## src/rtl/core/blp_pkg.sv

```systemverilog
// ----------------------------------------------------------------------------
// blp_pkg: shared definitions for the bounded positional list
// Operation and status codes, default capacity, and the command and status
// bundles that pass between the controller and the datapath.
// ----------------------------------------------------------------------------
`default_nettype none

package blp_pkg;

  // default list capacity (legal range 1 to 64)
  localparam int unsigned CapacityDef = 32;

  // fixed field widths
  localparam int unsigned OpW    = 3;
  localparam int unsigned ValW   = 32;
  localparam int unsigned PosW   = 7;
  localparam int unsigned StW    = 2;
  localparam int unsigned IdxW   = 6;
  localparam int unsigned CntOutW = 7;

  // operation codes
  localparam logic [OpW-1:0] OP_APPEND   = 3'd0;
  localparam logic [OpW-1:0] OP_INSERT   = 3'd1;
  localparam logic [OpW-1:0] OP_DELETE   = 3'd2;
  localparam logic [OpW-1:0] OP_CLEAR    = 3'd3;
  localparam logic [OpW-1:0] OP_DUMP_FWD = 3'd4;
  localparam logic [OpW-1:0] OP_DUMP_REV = 3'd5;

  // status codes
  localparam logic [StW-1:0] ST_OK    = 2'd0;
  localparam logic [StW-1:0] ST_RANGE = 2'd1;
  localparam logic [StW-1:0] ST_FULL  = 2'd2;
  localparam logic [StW-1:0] ST_EMPTY = 2'd3;

  // controller to datapath commands
  typedef struct packed {
    logic           start;       // latch a new request
    logic           init_ptr;    // load the walk pointer for the current op
    logic           rd;          // read the memory word at the source address
    logic           wr_shift;    // move the read word to the pointer, step pointer
    logic           wr_val;      // store the request value, count up
    logic           cnt_dec;     // count down
    logic           cnt_clr;     // count to zero
    logic           set_st;      // load the status register
    logic [StW-1:0] st;          // status code for set_st
    logic           emit_status; // load a status result into the output register
    logic           emit_entry;  // load a dump entry into the output register
  } cmd_t;

  // datapath to controller status
  typedef struct packed {
    logic [OpW-1:0] op;        // latched operation
    logic           range_err; // position outside the legal range
    logic           full;      // list at capacity
    logic           empty;     // list holds nothing
    logic           more;      // shift walk not yet done
    logic           dump_last; // pointer is at the final dump entry
    logic           out_free;  // output register can take a result
  } sts_t;

endpackage : blp_pkg

`default_nettype wire

```

## src/rtl/core/bounded_positional_list.sv

```systemverilog
// Sequence: append, insert and delete latch and decode the request, walk the
//   shifted entries and give a status result; clear and failed requests give
//   their status after decode; a dump reads and emits one entry at a time.
// Throughput: one request at a time, set by the word-by-word walk (one read,
//   then one write per shift); a busy result stream holds the sequence.
// Reset: rst_ni is asynchronous, active low; the list is empty afterwards and
//   entry words are not cleared (they are only read once written).
// ----------------------------------------------------------------------------
// bounded_positional_list: ordered list of signed 32-bit values
// Append, insert, delete, clear and forward or reverse dump over a stream
// interface; each request gives a status result or one result per entry.
// ----------------------------------------------------------------------------
`default_nettype none

module bounded_positional_list #(
  parameter int unsigned CAPACITY = blp_pkg::CapacityDef
) (
  input  wire logic        clk_i,
  input  wire logic        rst_ni,
  // request stream
  input  wire logic        s_axis_tvalid,
  output logic             s_axis_tready,
  input  wire logic [39:0] s_axis_tdata,  // value[31:0], position[38:32], zero[39]
  input  wire logic [2:0]  s_axis_tuser,  // operation[2:0]
  // result stream
  output logic             m_axis_tvalid,
  input  wire logic        m_axis_tready,
  output logic [47:0]      m_axis_tdata,  // entry_value[31:0], entry_index[37:32],
                                          // entry_count[44:38], zero[47:45]
  output logic [1:0]       m_axis_tuser,  // status[1:0]
  output logic             m_axis_tlast   // last
);

  blp_pkg::cmd_t cmd;
  blp_pkg::sts_t sts;

  logic [blp_pkg::StW-1:0]          out_status;
  logic signed [blp_pkg::ValW-1:0]  out_value;
  logic [blp_pkg::IdxW-1:0]         out_index;
  logic [blp_pkg::CntOutW-1:0]      out_count;

  // sequencer
  blp_ctrl u_ctrl (
    .clk_i       (clk_i),
    .rst_ni      (rst_ni),
    .req_valid_i (s_axis_tvalid),
    .req_ready_o (s_axis_tready),
    .sts_i       (sts),
    .cmd_o       (cmd)
  );

  // storage and result path
  blp_dpath #(
    .CAPACITY (CAPACITY)
  ) u_dpath (
    .clk_i        (clk_i),
    .rst_ni       (rst_ni),
    .cmd_i        (cmd),
    .sts_o        (sts),
    .op_i         (s_axis_tuser),
    .value_i      (s_axis_tdata[31:0]),
    .position_i   (s_axis_tdata[38:32]),
    .out_valid_o  (m_axis_tvalid),
    .out_ready_i  (m_axis_tready),
    .out_status_o (out_status),
    .out_value_o  (out_value),
    .out_index_o  (out_index),
    .out_count_o  (out_count),
    .out_last_o   (m_axis_tlast)
  );

  // result packing
  assign m_axis_tdata = {3'b000, out_count, out_index, out_value};
  assign m_axis_tuser = out_status;

endmodule : bounded_positional_list

`default_nettype wire

```

## src/rtl/core/blp_ctrl.sv

```systemverilog
// ----------------------------------------------------------------------------
// blp_ctrl: request sequencer
// Decodes each request, walks the shift and dump loops one word at a time and
// hands results to the output register when it is free.
// ----------------------------------------------------------------------------
`default_nettype none

module blp_ctrl (
  input  wire logic          clk_i,
  input  wire logic          rst_ni,
  input  wire logic          req_valid_i,
  output logic               req_ready_o,
  input  wire blp_pkg::sts_t sts_i,
  output blp_pkg::cmd_t      cmd_o
);

  localparam logic [2:0] S_IDLE    = 3'd0;
  localparam logic [2:0] S_DECIDE  = 3'd1;
  localparam logic [2:0] S_SH_CHK  = 3'd2;
  localparam logic [2:0] S_SH_WR   = 3'd3;
  localparam logic [2:0] S_RESP    = 3'd4;
  localparam logic [2:0] S_DUMP_RD = 3'd5;
  localparam logic [2:0] S_DUMP_EM = 3'd6;

  logic [2:0] state_q, state_d;
  logic       is_ins;

  assign req_ready_o = (state_q == S_IDLE);
  assign is_ins = (sts_i.op == blp_pkg::OP_APPEND) || (sts_i.op == blp_pkg::OP_INSERT);

  // next state and commands
  always_comb begin
    state_d = state_q;
    cmd_o   = '0;
    cmd_o.st = blp_pkg::ST_OK;
    case (state_q)
      S_IDLE: begin
        if (req_valid_i) begin
          cmd_o.start = 1'b1;
          state_d     = S_DECIDE;
        end
      end
      S_DECIDE: begin
        case (sts_i.op)
          blp_pkg::OP_APPEND, blp_pkg::OP_INSERT: begin
            if (sts_i.range_err) begin
              cmd_o.set_st = 1'b1;
              cmd_o.st     = blp_pkg::ST_RANGE;
              state_d      = S_RESP;
            end else if (sts_i.full) begin
              cmd_o.set_st = 1'b1;
              cmd_o.st     = blp_pkg::ST_FULL;
              state_d      = S_RESP;
            end else begin
              cmd_o.init_ptr = 1'b1;
              state_d        = S_SH_CHK;
            end
          end
          blp_pkg::OP_DELETE: begin
            if (sts_i.range_err) begin
              cmd_o.set_st = 1'b1;
              cmd_o.st     = blp_pkg::ST_RANGE;
              state_d      = S_RESP;
            end else begin
              cmd_o.init_ptr = 1'b1;
              state_d        = S_SH_CHK;
            end
          end
          blp_pkg::OP_CLEAR: begin
            cmd_o.cnt_clr = 1'b1;
            state_d       = S_RESP;
          end
          blp_pkg::OP_DUMP_FWD, blp_pkg::OP_DUMP_REV: begin
            if (sts_i.empty) begin
              cmd_o.set_st = 1'b1;
              cmd_o.st     = blp_pkg::ST_EMPTY;
              state_d      = S_RESP;
            end else begin
              cmd_o.init_ptr = 1'b1;
              state_d        = S_DUMP_RD;
            end
          end
          default: begin
            state_d = S_RESP;
          end
        endcase
      end
      S_SH_CHK: begin
        if (sts_i.more) begin
          cmd_o.rd = 1'b1;
          state_d  = S_SH_WR;
        end else begin
          if (is_ins) begin
            cmd_o.wr_val = 1'b1;
          end else begin
            cmd_o.cnt_dec = 1'b1;
          end
          state_d = S_RESP;
        end
      end
      S_SH_WR: begin
        cmd_o.wr_shift = 1'b1;
        state_d        = S_SH_CHK;
      end
      S_RESP: begin
        if (sts_i.out_free) begin
          cmd_o.emit_status = 1'b1;
          state_d           = S_IDLE;
        end
      end
      S_DUMP_RD: begin
        cmd_o.rd = 1'b1;
        state_d  = S_DUMP_EM;
      end
      S_DUMP_EM: begin
        if (sts_i.out_free) begin
          cmd_o.emit_entry = 1'b1;
          state_d = sts_i.dump_last ? S_IDLE : S_DUMP_RD;
        end
      end
      default: begin
        state_d = S_IDLE;
      end
    endcase
  end

  // state register
  always_ff @(posedge clk_i or negedge rst_ni) begin
    if (!rst_ni) begin
      state_q <= S_IDLE;
    end else begin
      state_q <= state_d;
    end
  end

  // a result is only loaded when the output register has room
  a_emit_free: assert property (@(posedge clk_i) disable iff (!rst_ni)
    (cmd_o.emit_status || cmd_o.emit_entry) |-> sts_i.out_free)
    else $error("result loaded into a busy output register");

  // a new request is only taken from idle, and decode always follows
  a_start_decode: assert property (@(posedge clk_i) disable iff (!rst_ni)
    cmd_o.start |=> (state_q == S_DECIDE))
    else $error("request not decoded after start");

endmodule : blp_ctrl

`default_nettype wire

```

## src/rtl/core/blp_dpath.sv

```systemverilog
// ----------------------------------------------------------------------------
// blp_dpath: list storage and result datapath
// Entry memory with registered read, count and walk pointer, range checks and
// the output register toward the result stream.
// ----------------------------------------------------------------------------
`default_nettype none

module blp_dpath #(
  parameter int unsigned CAPACITY = blp_pkg::CapacityDef
) (
  input  wire logic                          clk_i,
  input  wire logic                          rst_ni,
  input  wire blp_pkg::cmd_t                 cmd_i,
  output blp_pkg::sts_t                      sts_o,
  input  wire logic [blp_pkg::OpW-1:0]       op_i,
  input  wire logic signed [blp_pkg::ValW-1:0] value_i,
  input  wire logic [blp_pkg::PosW-1:0]      position_i,
  output logic                               out_valid_o,
  input  wire logic                          out_ready_i,
  output logic [blp_pkg::StW-1:0]            out_status_o,
  output logic signed [blp_pkg::ValW-1:0]    out_value_o,
  output logic [blp_pkg::IdxW-1:0]           out_index_o,
  output logic [blp_pkg::CntOutW-1:0]        out_count_o,
  output logic                               out_last_o
);

  localparam int unsigned CW = $clog2(CAPACITY + 1);
  localparam int unsigned AW = (CAPACITY > 1) ? $clog2(CAPACITY) : 1;
  localparam logic [CW-1:0] CapCnt = CW'(CAPACITY);

  logic [blp_pkg::OpW-1:0]         op_q;
  logic signed [blp_pkg::ValW-1:0] val_q;
  logic [blp_pkg::PosW-1:0]        pos_q;
  logic [blp_pkg::StW-1:0]         st_q;
  logic [CW-1:0]                   count_q, count_d;
  logic [CW-1:0]                   ptr_q, ptr_d;
  logic [blp_pkg::ValW-1:0]        mem_q [CAPACITY];
  logic [blp_pkg::ValW-1:0]        rd_data_q;
  logic                            out_valid_q, out_valid_d;

  logic          is_ins, is_del, is_rev;
  logic [CW:0]   ptr_inc, count_x;
  logic [CW-1:0] src_ptr, init_ptr;

  // operation decode
  assign is_ins = (op_q == blp_pkg::OP_APPEND) || (op_q == blp_pkg::OP_INSERT);
  assign is_del = (op_q == blp_pkg::OP_DELETE);
  assign is_rev = (op_q == blp_pkg::OP_DUMP_REV);

  assign ptr_inc = {1'b0, ptr_q} + 1'b1;
  assign count_x = {1'b0, count_q};

  // status toward the controller
  always_comb begin
    sts_o.op        = op_q;
    sts_o.range_err = is_del ? (pos_q >= blp_pkg::PosW'(count_q))
                             : (pos_q >  blp_pkg::PosW'(count_q));
    sts_o.full      = (count_q == CapCnt);
    sts_o.empty     = (count_q == '0);
    sts_o.more      = is_del ? (ptr_inc < count_x)
                             : (blp_pkg::PosW'(ptr_q) > pos_q);
    sts_o.dump_last = is_rev ? (ptr_q == '0) : (ptr_inc == count_x);
    sts_o.out_free  = !out_valid_q || out_ready_i;
  end

  // memory source address: word below for insert, above for delete
  always_comb begin
    if (is_ins) begin
      src_ptr = ptr_q - 1'b1;
    end else if (is_del) begin
      src_ptr = ptr_q + 1'b1;
    end else begin
      src_ptr = ptr_q;
    end
  end

  // starting point of the walk
  always_comb begin
    if (is_ins) begin
      init_ptr = count_q;
    end else if (is_del) begin
      init_ptr = pos_q[CW-1:0];
    end else if (is_rev) begin
      init_ptr = count_q - 1'b1;
    end else begin
      init_ptr = '0;
    end
  end

  // pointer and count update
  always_comb begin
    ptr_d   = ptr_q;
    count_d = count_q;
    if (cmd_i.init_ptr) begin
      ptr_d = init_ptr;
    end else if (cmd_i.wr_shift) begin
      ptr_d = is_ins ? (ptr_q - 1'b1) : (ptr_q + 1'b1);
    end else if (cmd_i.emit_entry) begin
      ptr_d = is_rev ? (ptr_q - 1'b1) : (ptr_q + 1'b1);
    end
    if (cmd_i.cnt_clr) begin
      count_d = '0;
    end else if (cmd_i.wr_val) begin
      count_d = count_q + 1'b1;
    end else if (cmd_i.cnt_dec) begin
      count_d = count_q - 1'b1;
    end
  end

  always_comb begin
    out_valid_d = out_valid_q;
    if (cmd_i.emit_status || cmd_i.emit_entry) begin
      out_valid_d = 1'b1;
    end else if (out_ready_i) begin
      out_valid_d = 1'b0;
    end
  end

  // control registers
  always_ff @(posedge clk_i or negedge rst_ni) begin
    if (!rst_ni) begin
      count_q     <= '0;
      out_valid_q <= 1'b0;
    end else begin
      count_q     <= count_d;
      out_valid_q <= out_valid_d;
    end
  end

  // request and walk registers
  always_ff @(posedge clk_i) begin
    ptr_q <= ptr_d;
    if (cmd_i.start) begin
      op_q  <= op_i;
      val_q <= value_i;
      // append is an insert at the current end
      pos_q <= (op_i == blp_pkg::OP_APPEND) ? blp_pkg::PosW'(count_q) : position_i;
    end
    if (cmd_i.start) begin
      st_q <= blp_pkg::ST_OK;
    end else if (cmd_i.set_st) begin
      st_q <= cmd_i.st;
    end
  end

  // entry memory, one write and one registered read port
  always_ff @(posedge clk_i) begin
    if (cmd_i.wr_shift) begin
      mem_q[ptr_q[AW-1:0]] <= rd_data_q;
    end else if (cmd_i.wr_val) begin
      mem_q[pos_q[AW-1:0]] <= val_q;
    end
    if (cmd_i.rd) begin
      rd_data_q <= mem_q[src_ptr[AW-1:0]];
    end
  end

  // output register
  always_ff @(posedge clk_i) begin
    if (cmd_i.emit_status) begin
      out_status_o <= st_q;
      out_value_o  <= '0;
      out_index_o  <= '0;
      out_count_o  <= blp_pkg::CntOutW'(count_q);
      out_last_o   <= 1'b1;
    end else if (cmd_i.emit_entry) begin
      out_status_o <= blp_pkg::ST_OK;
      out_value_o  <= rd_data_q;
      out_index_o  <= blp_pkg::IdxW'(ptr_q[AW-1:0]);
      out_count_o  <= blp_pkg::CntOutW'(count_q);
      out_last_o   <= sts_o.dump_last;
    end
  end

  assign out_valid_o = out_valid_q;

  // count never runs past capacity
  a_count_cap: assert property (@(posedge clk_i) disable iff (!rst_ni)
    count_q <= CapCnt)
    else $error("entry count above capacity");

  // a value is never stored into a full list
  a_no_full_write: assert property (@(posedge clk_i) disable iff (!rst_ni)
    cmd_i.wr_val |-> (count_q < CapCnt))
    else $error("write into a full list");

  // a dump entry only comes from a non-empty list and stays below the count
  a_dump_index: assert property (@(posedge clk_i) disable iff (!rst_ni)
    cmd_i.emit_entry |-> (count_q != '0) && (ptr_q < count_q))
    else $error("dump pointer outside the list");

endmodule : blp_dpath

`default_nettype wire
```

## config.mk

```make
export PLATFORM = sky130hd
export DESIGN_NAME = bounded_positional_list
export DESIGN_NICKNAME = d
export VERILOG_FILES = /design/src/rtl/core/blp_pkg.sv /design/src/rtl/core/bounded_positional_list.sv /design/src/rtl/core/blp_ctrl.sv /design/src/rtl/core/blp_dpath.sv
export SDC_FILE = /design/constraint.sdc
export NUM_CORES = 1
export LEC_CHECK = 0
export CORE_ASPECT_RATIO = 0.9
export CORE_MARGIN = 2
export CORE_UTILIZATION = 45
export CTS_BUF_LIST = sky130_fd_sc_hd__clkbuf_16
export DETAILED_ROUTE_END_ITERATION = 8
export DONT_BUFFER_PORTS = 1
export MAX_ROUTING_LAYER = met4
export REMOVE_ABC_BUFFERS = 1
export SETUP_SLACK_MARGIN = 0.1
export SLEW_MARGIN = 20
export SYNTH_ARGS = -nofsm -noshare
export SYNTH_HDL_FRONTEND = slang
export SYNTH_HIERARCHICAL = 1
export SYNTH_SLANG_ARGS = --single-unit
```

## constraint.sdc

```tcl
create_clock -name clk_i -period 5.3 [get_ports clk_i]
set_input_delay 0.265 -clock clk_i [delete_from_list [all_inputs] [get_ports clk_i]]
set_output_delay 0.265 -clock clk_i [all_outputs]
set_load 0.02 [all_outputs]
```

Yosys cells after proc, flatten, opt, wreduce, memory -nomap -nowiden
Memory sizes are Yosys's and may differ from the RTL's. A register that Yosys moved wholly into a read port is not among the register bits.
Cells that the tools add are included.
{"block": "word_totals", "reg_bits": 106, "ram_bits": 1024, "inputBits": 47, "out_inout_bits": 53, "word_cells": 124, "mem_count": 1}
{"block": "classes", "n_addsub": 5, "magnitude_cmp": 4, "n_eq_ne": 16, "muxes": 67, "reduce_logical": 17}
{"name": "u_dpath.mem_q", "depth": 32, "word_bits": 32, "read_ports": 1, "rd_ports_with_merged_regs": 1, "wr": 1, "line_no": "blp_dpath.sv:37", "source": "logic [blp_pkg::ValW-1:0] mem_q [CAPACITY];"}
{"cell": "2-to-1 mux 6 bit", "n": 14}
{"cell": "2-to-1 mux 3 bit", "n": 12}
{"cell": "2-to-1 mux 32 bit", "n": 1}
{"cell": "OR reduction 32 bit", "n": 1}
{"cell": "2-to-1 mux 1 bit", "n": 27}
{"cell": "case mux 3 bit (7 select lines)", "n": 1}
{"cell": "case mux 3 bit (3 select lines)", "n": 2}
{"cell": "== test 3 bit, second input constant", "n": 5}
{"cell": "2-to-1 mux 5 bit", "n": 3}
{"cell": "adder 6 x 1 -> 6 bit, second input constant", "n": 2}
{"cell": "== test 3 x 2 -> 1 bit, second input constant", "n": 4}
{"cell": "zero test 6 bit", "n": 2}
{"cell": "subtractor 6 x 1 -> 6 bit, second input constant", "n": 2}
{"cell": "zero test 3 bit", "n": 3}
{"cell": "2-to-1 mux 2 bit", "n": 4}
{"cell": "adder 6 x 1 -> 7 bit, second input constant", "n": 1}
{"cell": "== test 7 x 6 -> 1 bit", "n": 1}
{"cell": "greater-or-equal comparator 7 x 6 -> 1 bit", "n": 1}
{"cell": "greater-than comparator 6 x 7 -> 1 bit", "n": 1}
{"cell": "greater-than comparator 7 x 6 -> 1 bit", "n": 1}
{"cell": "< comparator 7 x 6 -> 1 bit", "n": 1}
{"cell": "== test 3 x 1 -> 1 bit, second input constant", "n": 2}
{"cell": "== test 6 bit, second input constant", "n": 1}
{"cell": "!= test 2 bit, second input constant", "n": 3}
{"cell": "other kinds (9)", "n": 14}

Longest topological paths before layout
{"block": "depth", "ltp_word": 10, "mapped_depth": 20, "mapped_depth_nobuf": 16}

By module
The synthesis kept the hierarchy.
{"module": "blp_dpath", "n_inst": 1, "cells_per_inst": 3384, "area_each_um2": 46012.9, "seq_area_each_um2": 34368.0}
{"module": "blp_ctrl", "n_inst": 1, "cells_per_inst": 60, "area_each_um2": 430.4, "seq_area_each_um2": 75.1}
{"module": "bounded_positional_list", "n_inst": 1, "cells_per_inst": 4, "area_each_um2": 26.3, "seq_area_each_um2": 0.0}

Worst setup path before layout
No wires, ideal clock.
{"block": "synth_timing", "kind": "reg2reg", "from": "reg u_dpath.ptr_q[1]", "to": "mem u_dpath/mem_q[18][0] (netlist name) (enable)", "setup_ps": 421, "arrival_time_ps": 5168, "t_required_ps": 4879, "setup_slack_ps": -289, "stages_incl_launch_ff": 21, "n_path_buf": 4, "synth_period_minus_slack_ps": 5589, "cell_sequence": "edfxtp_1 clkbuf_1 inv_1 ha_1 ha_1 nor2b_1 o21ai_0 nand2b_1 a21oi_1 o2111ai_1 o41ai_1 or4b_4 nor3_1 clkbuf_1 nor2b_1 clkbuf_1 clkbuf_1 nand3_1 o31ai_1 nand2_1 nor2_1"}
{"element": "start, declared", "line_no": "blp_dpath.sv:36", "source": "logic [CW-1:0] ptr_q, ptr_d;"}
{"element": "start signal, assigned", "line_no": "blp_dpath.sv:132", "source": "ptr_q <= ptr_d;"}
{"element": "end, declared", "line_no": "blp_dpath.sv:37"}

==> flow_summary_export.csv <==
group,metric,value,unit
run_status,outcome,"complete, no violations",
synth,ys_async_sr_fraction,0.8606,%
floorplanning,core_area,0.1021,mm²
timing,setup_viol,0,
pwr,combPwrFrac,29.5,%
synth,netlist_area,0.04647,mm²
setup_path,r2r-end,"u_dpath/mem_q[21][0]$_DFFE_PP_",
global_routing,grt_pass1_vias,27241,
synth,synthTopCellsByCount,"edfxtp_1, nand2_1, nand3_1, clkbuf_1, and3_1",
drt,drtPass1Iterations,5,
setup_path,end_kind,"register",
synth,syn_area_per_cell,13.48,µm²
setup_path,crit_fanout,23,
final_layout,nFillCells,8556,
drt,vias,28779,
hold_path,hold_path.class,"input port to register",
setup_path,crit_path_start,"u_dpath/ptr_q[0]$_DFFE_PP_",
setup_path,crit_path_start_kind,"register",
synth,yosysTopAreaCellShare,71.86,%
synth,synth_edf_count,1112,
floorplanning,num_rows,111,
clock_network,clock-root-buffer,"clkbuf_16",
drt,viasPerCell,5.772,
synth,ys_seq_area_share,74.12,%
drt,drt_first_iter_violations,3051,
global_routing,grt_util_all_layers,24.21,%
timing,relSlewSlack,30.84,%
clock_network,cts_buffers,115,
drt,routed_wl,124400,µm
pwr,peakVddDrop,0.3717,mV
setup_path,r2r_cells,17,
setup_path,cp_data_arrival_time,5.22,ns
clock_network,cts-htree-levels,3,
drt,ant_nets,0,
timing,finalHoldViolCount,0,
floorplanning,fp.dieW,342.7,µm
floorplanning,die_area,0.1059,mm²
synth,ys_types,64,
timing,post-route-min-period,4.879,ns
pwr,seq_power_share,42.3,%
pwr,switching_power,0.009749,W
pwr,pwr-share-clk,28.3,%
timing,tightest_slew,1.037,ns
setup_path,regToRegStartpoint,"u_dpath/ptr_q[0]$_DFFE_PP_",
global_routing,grt_pass1_wl,183600,µm
place,globalplace.congestion,0.8492,
timing,rsz0062_at_grt,"no",
final_layout,post_route_cells_drive_above_1_share,10.99,%
timing,max_freq,204.9,MHz
pwr,intPower,0.01815,W
flow_run,maxCapViolCount,0,
setup_path,crit_required,5.64,ns
clock_network,cts_tree,"yes",
global_routing,grt_max_degree,114,
synth,syn_inst,3448,
final_layout,synthToLayoutAreaGrowth,14.46,%
floorplanning,num_io_pins,100,
clock_network,clockBufferDepth,3,
setup_path,worst-setup-path-type,"register to register",
clock_network,clk_latency,0.71,ns
floorplanning,die_h,308.9,µm
clock_network,path_clk_slew,0.06,ns
pwr,powerDensity,524.6,mW/mm²
clock_network,numClockSinks,1162,
floorplanning,start_util,45.52,%
drt,routedWlPerCell,24.96,µm
global_routing,gr-total-overflow,0,
synth,synth_seq_cells,1162,
setup_path,endpoint,"u_dpath/mem_q[21][0]$_DFFE_PP_",
final_layout,post-route-util,52.11,%
timing,setup_ws,0.4206,ns
final_layout,num_antenna_cells,0,
synth,yosysMostFrequentCell,"edfxtp_1",
timing,period_share,92.06,%
timing,clock_skew,0.02678,ns
place,dp_hpwl,72440,µm
pwr,p_leak,18.02,nW
final_layout,nets,3600,
pwr,sw_frac_of_total,34.94,%
setup_path,r2r_setup_slack,0.42,ns
global_routing,antenna_found_initial,0,
synth,ys_top_cells_by_area,"edfxtp_1, nand2_1, nand3_1",
place,io_buffers,0,
synth,yosysTopAreaCell,"edfxtp_1",
place,dp_slack,0.4138,ns
synth,synthFlopType,"edfxtp_1",
drt,drc,0,
synth,yosys_warnings,6,
timing,slew_viol_final,0,
kinds of logic after synthesis:
group / after synthesis / synth area share, %
and+or+nand+nor: 1515 / 14.06
DFF: 1162 / 74.12
AOI/OAI and AO/OA: 368 / 5.956
buffers and inverters: 243 / 2.232
muxes: 117 / 2.628
adders and majority gates: 23 / 0.6193
xor gates and xnor gates: 18 / 0.3716
other: 2 / 0.01616
worst max-delay path, cell delays in order (launching register included):
cell and delay (ns):
edfxtp_1 0.44, inv_1 0.09, ha_1 0.37, ha_1 0.32, nor2b_1 0.12, o21ai_0 0.10
nand2b_1 0.08, a21oi_1 0.07, o2111ai_1 0.17, o41ai_1 0.17, or4b_4 0.54, nor3_1 0.24
nor2b_4 0.43, nand3_1 0.12, o31ai_1 0.18, nand2_1 0.42, nor2_4 0.19, buf_4 0.43
area by class of cell:
class	instances	area (µm²)	area share, %
clock buffers	118	2953	5.552
flip-flops and latches	1162	34440	64.76
clock inverters	99	700.7	1.317
repair buffers	188	1972	3.707
inverters	17	63.81	0.1200
well taps	1356	1697	3.190
multi-input cells	2046	11360	21.36
metal layers:
layer	up-vias	GRT usage (%)	part of all wire [%]
met5	-	-	0
met1	14586	34.53	45
li1	12989	-	-
met4	0	6.446	2.4
met2	1025	36.74	46
met3	179	3.276	6.5
sequential cells by signal, indices dropped and copies added, names as in the netlist:
name	flops
u_dpath/st_q	2
u_dpath/out_index_o	5
u_ctrl/state_q	3
u_dpath/pos_q	7
u_dpath/op_q	3
u_dpath/val_q	32
u_dpath/count_q	6
u_dpath/ptr_q	6
u_dpath/out_valid_o	1
u_dpath/out_value_o	32
u_dpath/out_count_o	6
u_dpath/out_last_o	1
u_dpath/out_status_o	2
u_dpath/mem_q	1024
u_dpath/rd_data_q	32
what timing repair did:
item                                    4_1_cts  5_1_grt
endpoints found under the setup margin        0       64
endpoints found under the hold margin        54        0
hold buffers                                 46        0
resized for setup                             0        2
buffers inserted                              0        5
worst min path at each step:
stage	startpoint	end	slack, ns	depth (start not counted)
floorplan	rst_ni	u_ctrl/state_q[0]$_DFFE_PN0P_	-0.03	0
global placement	rst_ni	u_dpath/out_valid_o$_DFFE_PN0P_	-0.03	0
detailed placement	rst_ni	u_dpath/out_valid_o$_DFFE_PN0P_	-0.03	0
CTS	s_axis_tdata[6]	u_dpath/val_q[6]$_DFFE_PP_	0.14	1
global route	s_axis_tdata[13]	u_dpath/val_q[13]$_DFFE_PP_	0.17	1
finish	s_axis_tvalid	u_dpath/st_q[1]$_SDFFE_PP0P_	0.16	2
metrics by stage:
stage | total power [W] | TNS (ns) | instances | hold slack [ns] | cell area (µm²)
after global routing | 0.02924 | 0 | 4986 | 0.1657 | 53190
after detailed placement | 0.02019 | 0 | 4718 | -0.03013 | 49030
final | 0.02790 | 0 | 4986 | 0.1554 | 53190
after global placement | 0.02013 | 0 | 4718 | -0.03034 | 49030
after floorplan | 0.01819 | -2601.66 | 3225 | -0.03059 | 45510
after CTS | 0.02808 | 0 | 4981 | 0.1412 | 53140
layout by cell type (no fill, tap or decap), types with 40 or more instances in the layout:
cell	netlist	routed
mux2_2	40	40
dlygate4sd3_1	0	46
and3_1	126	125
nand3_1	199	196
mux2i_1	77	77
edfxtp_1	1112	1112
a311oi_1	66	66
inv_1	17	45
nor2_1	101	66
a31oi_1	99	97
clkbuf_16	0	118
a211oi_1	66	66
nand2_1	984	983
dfxtp_1	40	40
buf_4	10	105
power groups by stage:
stage	clock, W	sequential [W]	combinational (W)
global route	0.00838	0.0118	0.00900
floorplan	0	0.0119	0.00632
finish	0.00789	0.0118	0.00822
detailed placement	0	0.0120	0.00819
CTS	0.00803	0.0118	0.00825
global placement	0	0.0120	0.00813
Power figures use the tool's default switching activity.
